<file path="config.mk">
export PLATFORM = sky130hd
export DESIGN_NAME = ndcg_ram
export DESIGN_NICKNAME = d
export VERILOG_FILES = /design/src/hdl/ndcg_ram.sv
export SDC_FILE = /design/constraint.sdc
export NUM_CORES = 1
export LEC_CHECK = 0
export BUFFER_PORTS_ARGS = -buffer_cell sky130_fd_sc_hd__buf_2
export CAP_MARGIN = 20
export CELL_PAD_IN_SITES_DETAIL_PLACEMENT = 1
export CELL_PAD_IN_SITES_GLOBAL_PLACEMENT = 2
export CORE_MARGIN = 3
export CORE_UTILIZATION = 43
export DETAILED_ROUTE_END_ITERATION = 10
export PLACE_DENSITY_LB_ADDON = 0.25
export SLEW_MARGIN = 20
export SYNTH_ARGS = -nofsm -noshare
export SYNTH_HDL_FRONTEND = slang
export SYNTH_SLANG_ARGS = --single-unit
</file>
<file path="constraint.sdc">
create_clock -name clk_i -period 1.48 [get_ports clk_i]
set_input_delay 0.074 -clock clk_i [delete_from_list [all_inputs] [get_ports clk_i]]
set_output_delay 0.074 -clock clk_i [all_outputs]
set_load 0.1 [all_outputs]
</file>
<file path="src/hdl/ndcg_ram.sv">
// generic single-port-write, single-port-read ram with registered read
// no dependencies
module ndcg_ram #(
  parameter int unsigned WIDTH = 8,
  parameter int unsigned DEPTH = 16
) (
  input  logic                     clk_i,
  input  logic                     we_i,
  input  logic [$clog2(DEPTH)-1:0] waddr_i,
  input  logic [WIDTH-1:0]         wdata_i,
  input  logic [$clog2(DEPTH)-1:0] raddr_i,
  output logic [WIDTH-1:0]         rdata_o
);

  logic [WIDTH-1:0] mem_q [DEPTH];

  always_ff @(posedge clk_i) begin
    if (we_i) mem_q[waddr_i] <= wdata_i;
    rdata_o <= mem_q[raddr_i];
  end

endmodule

</file>
==> flow_summary.ini, run 1 <==
[outcome]
status = complete, no violations

[pwr]
p_leak_nw = 2.099
ir_worst_vdd_uv = 792.9
power_mw = 8.774
sw_frac_of_total = 0.2131
p_clk_frac = 0.438
pwr-share-seq = 0.495
internal-power_mw = 6.905
p_sw_mw = 1.869
power_frac_comb = 0.067
p_per_area_nw_per_um2 = 1434

[die]
rows = 39
start_util = 0.4451
dieArea_um2 = 13320
die_h_um = 115.4
io-pin-count = 26
core-area_um2 = 11560
fp.dieW_um = 115.4

[routing]
wl_per_cell_um = 23.53
wirelength_um = 10360
via_per_inst = 5.498
vias = 2419
ant_nets = 0
drcViolationCount = 0
drtIter0Drc = 262
drt-pass1-iter-count = 5

[critical_path]
end_kind = register
crit_type = register to register
rr_worst_depth = 3
path_max_fanout = 1
crit_required_ns = 1.76
timing.rr.end = rdata_o[0]
cp-start-kind = register
ff2ff_setup_slack_ns = 0.13
timing.rr.start = mem_q[5][0]
crit_arrival_ns = 1.63

[place]
post-dp-hpwl_um = 6513
port_buffers = 25
place_congestion = 0.7227

[yosys]
yosysWarnings = 0
syn_inst = 229
syn-mean-instance-area_um2 = 22.48
ys_top_cells_by_area = edfxtp_1 (75%), mux4_2 (7.9%), mux4_1 (7.1%)
synth_area_leader_cell = edfxtp_1
syn_nets = 247
syn-cell-area_um2 = 5147
synth_seq_cells = 136
synth_top_area_frac = 0.7467
synthSimpleGateAreaFrac = 0.03184
synth_compound_area_frac = 0.02333
synth_cell_type_count = 19
synth.yosys.seq_area_share = 0.7778
synth_xor_area_frac = 0
yosys.area_share.adder = 0
synthMuxAreaShare = 0.1502
synth_top_family_by_area = multiplexers

[global_route]
grt-ovfl-total = 0
antenna_found_initial = 1
grt_max_degree = 33
grt_pass1_vias = 2697
track_usage = 0.1743
grt_pass1_wl_um = 16040

[layout]
drive_above_1_share = 0.3232
area_delta_synth_final_pct = 18.84
nets = 302
insertedDiodeCount = 0

[timing]
final_max_slew_viol_count = 0
timing_hold_violations_final = 0
tightest_slew_ns = 0.7406
setup_viol = 0
slew_headroom = 0.5044
rsz0062_at_grt = false
clock_skew_ns = 0.004801
fin_crit_sh = 0.9128
worst_hold_slack_ns = 0.05780
period_minus_slack_ns = 1.351
max_freq_mhz = 740.2

[min_path]
min_path_type = primary input to register
hold_path_end = mem_q[11][5]
min_path_cells = 1
hold_start = wdata_i[5]

[clock_network]
clockBufferDepth = 2
htree_levels = 4
cts_sinks = 136
ctsHoldBuffers = 0
ctsResizeCount = 0
cts_buffers = 17
clkLatencyLatePin_ns = 0.40
cts.reportedPaths.clkPinSlew_ns = 0.06
cts-root-buf = clkbuf_16
cts_tree = yes
post_cts_buffers = 0

[job]
maxCapViolCount = 0
-- flip-flops by register name, summed over array words and instances (netlist names) --
signal / flops
rdata_o: 8
mem_q: 128
-- stage by stage --
step                        TNS, ns  setup slack [ns]    util  instances  cell area, um^2
after floorplan                   0            0.1399       -        229             5152
after global placement    -0.005899         -0.005899  0.4812        408             5565
after detailed placement   -0.02297          -0.02297  0.4812        408             5565
after CTS                         0            0.1111  0.5289        440             6117
after global routing              0           0.07445  0.5289        440             6117
final                             0            0.1290  0.5289        440             6117
-- synthesized netlist by cell type (all sizes together) --
cell / n
clkdlybuf4s25: 3
nor3: 4
nand2: 9
buf: 7
dfxtp: 8
nand3: 1
or3b: 1
a22oi: 16
and2b: 1
nor2b: 1
nor2: 13
nand2b: 2
edfxtp: 128
and2: 1
mux4: 32
nand3b: 2
-- layout by cell type (no fill, tap or decap), drive strengths merged, types with 2 or more instances in the layout --
cell type,instances
dfxtp,8
buf,46
clkinv,8
nand3b,2
nor2,13
a22oi,16
clkbuf,22
nand2b,2
edfxtp,128
mux4,32
nor3,4
nand2,9
-- how the worst max path moves through the flow --
stage          slack, ns  depth (start not counted)         from          end
4_1_cts             0.11                          3  mem_q[0][3]   rdata_o[3]
5_1_grt             0.07                          3  mem_q[9][2]   rdata_o[2]
3_5_place_dp       -0.02                          5   raddr_i[0]   rdata_o[0]
2_1_floorplan       0.14                          2   waddr_i[2]  mem_q[3][0]
6_report            0.13                          3  mem_q[5][0]   rdata_o[0]
3_3_place_gp      -0.006                          5   raddr_i[0]   rdata_o[0]
-- per-layer routing --
metal / vias to the layer above / track usage / routed length (um)
met1: 1259 / 0.2281 / 4292
met5: - / 0 / 11
met2: 60 / 0.2782 / 5373
met3: 18 / 0.04595 / 510
li1: 1080 / - / -
met4: 2 / 0.07590 / 167
-- layout make-up --
type / instances / area [um^2]
clock buffers: 22 / 474.2
repair buffers: 46 / 320.3
multi-input cells: 83 / 1062
flip-flops and latches: 136 / 4004
clock inverters: 10 / 77.57
fillers: 1026 / 5448
well taps: 143 / 178.9
-- critical path, stage by stage (launching register included) --
cell,delay [ns]
edfxtp_1,0.36
mux4_1,0.57
a22oi_1,0.21
nand2_1,0.09
-- kinds of logic (layout without fill, tap and decap cells) --
family,after synthesis,count (layout)
buffers and inverters,10,78
AO/OA/AOI/OAI,16,16
multiplexers,32,32
flip-flops,136,136
AND/OR/NAND/NOR,35,35
-- power by group through the flow --
stage	Clock (mW)	Sequential [mW]	Combinational (mW)
floorplan	0	4.59	0.219
global placement	0	4.41	0.589
global route	4.10	4.35	0.631
detailed placement	0	4.42	0.595
CTS	3.91	4.34	0.600
finish	3.85	4.34	0.589
Power figures use the tool's default switching activity.
==> run 2: changes to the inputs <==
--- a/config.mk
+++ b/config.mk
@@ -13,6 +13,7 @@
 export CORE_UTILIZATION = 43
 export DETAILED_ROUTE_END_ITERATION = 10
 export PLACE_DENSITY_LB_ADDON = 0.25
+export REMOVE_ABC_BUFFERS = 1
 export SLEW_MARGIN = 20
 export SYNTH_ARGS = -nofsm -noshare
 export SYNTH_HDL_FRONTEND = slang
==> run 2 against run 1 <==
  * Sequential power is essentially flat
  * Cell count up 0.68%
  * Non-clock buffer count increased by 3
  * Total power rose by 2.2%
  * Wire length is 1.9% higher
  * Register-to-register slack got worse by 0.05 ns
  * Die area did not move
  * Via count up 1.7%
  * Cell area increased by 0.84%
  * Clock skew increased by 0.00095 ns
  * Clock power increased by 4%
  * Global-route usage barely moved
  * Critical path type unchanged
  * Critical endpoint is now rdata_o[7]
==> flow_summary.ini, run 2 (synthesis results as in run 1) <==
[clock_network]
cts_tree = yes
htree_levels = 4
clockBufferDepth = 2
post_cts_buffers = 0
cts.reportedPaths.clkPinSlew_ns = 0.05
clkLatencyLatePin_ns = 0.40
cts_buffers = 17
cts_sinks = 136
ctsHoldBuffers = 0
ctsResizeCount = 0
cts-root-buf = clkbuf_16

[timing]
max_freq_mhz = 712.5
slew_headroom = 0.4956
timing_hold_violations_final = 0
tns_ns = 0
rsz0062_at_grt = false
period_minus_slack_ns = 1.404
clock_skew_ns = 0.005755
tightest_slew_ns = 0.7551
final_max_slew_viol_count = 0
fin_crit_sh = 0.9483
setup_viol = 0

[critical_path]
end_kind = register
timing.rr.start = mem_q[3][7]
crit_required_ns = 1.76
path_max_fanout = 1
ff2ff_setup_slack_ns = 0.08
timing.rr.end = rdata_o[7]
endpoint = rdata_o[7]
cp-start-kind = register
critPathLaunch = mem_q[3][7]
crit_type = register to register
rr_worst_depth = 3
crit_arrival_ns = 1.69

[die]
fp.dieW_um = 115.4
io-pin-count = 26
start_util = 0.4451
core-area_um2 = 11560
rows = 39
die_h_um = 115.4
dieArea_um2 = 13320

[routing]
via_per_inst = 5.555
wirelength_um = 10550
drcViolationCount = 0
drt-pass1-iter-count = 4
drtIter0Drc = 193
wl_per_cell_um = 23.82
ant_nets = 0
vias = 2461

[global_route]
antenna_found_initial = 0
grt_pass1_wl_um = 16160
grt_pass1_vias = 2614
track_usage = 0.1746
grt-ovfl-total = 0
grt_max_degree = 18

[layout]
largest_reg_flops = 128
final_common_cell = edfxtp_1
regArea_um2 = 4004
top_register = mem_q
fill_cells = 1023
area_delta_synth_final_pct = 19.83
nets = 305
reg_top3 = mem_q: 128 flops, rdata_o: 8 flops
layout_common_cells = edfxtp_1 (128), buf_2 (25), buf_4 (20)
insertedDiodeCount = 0
drive_above_1_share = 0.3100
multiInputGateArea_um2 = 1062

[min_path]
min_path_type = primary input to register

[pwr]
ir_worst_vdd_uv = 741.2
power_mw = 8.966
p_leak_nw = 2.113
p_per_area_nw_per_um2 = 1454

[outcome]
status = complete, no violations

[job]
maxCapViolCount = 0

[place]
post-dp-hpwl_um = 6869
port_buffers = 25
place_congestion = 0.6874
-- run 2: worst min-delay path by stage --
stage / cells past startpoint / start / to
global placement: 1 / wdata_i[6] / mem_q[6][6]
detailed placement: 1 / wdata_i[3] / mem_q[8][3]
finish: 1 / wdata_i[6] / mem_q[9][6]
floorplan: 0 / wdata_i[0] / mem_q[0][0]
CTS: 1 / wdata_i[6] / mem_q[7][6]
global route: 1 / wdata_i[3] / mem_q[11][3]
-- run 2: stage by stage --
step,instances,instance area [um^2],hold slack (ns),setup slack (ns),utilization
after global placement,411,5595,0.4625,-0.009908,0.4838
after floorplan,219,5061,0.1729,-0.08687,-
after detailed placement,411,5595,0.4667,-0.04791,0.4838
after CTS,443,6163,0.03470,0.04614,0.5329
final,443,6168,0.05165,0.07646,0.5334
after global routing,443,6168,0.05321,0.05092,0.5334
-- run 2: cell type report --
class                      instances  share of cell area
multi-input combinational         83              0.1722
sequential                       136              0.6491
tap                              143             0.02901
clock buffer                      19             0.07018
clock inverter                    13             0.02191
timing repair buffer              49             0.05761
-- run 2: worst max-delay path: stages (launching register included) --
cell,delay (ns)
edfxtp_1,0.36
mux4_2,0.48
a22oi_1,0.34
nand2_1,0.10
-- run 2: layer usage --
metal,up-vias,global-route usage,share of wire
met3,16,0.04282,0.059
met5,-,0,0
met4,0,0.07668,0.016
met2,78,0.2658,0.49
met1,1281,0.2423,0.44
li1,1086,-,-
-- run 2: report_power, final --
group	switching [mW]	total [mW]	internal (mW)	leakage, nW
combinational	0.418	0.608	0.190	0.614
clock	1.42	4.02	2.60	0.276
sequential	0.0262	4.34	4.31	1.22
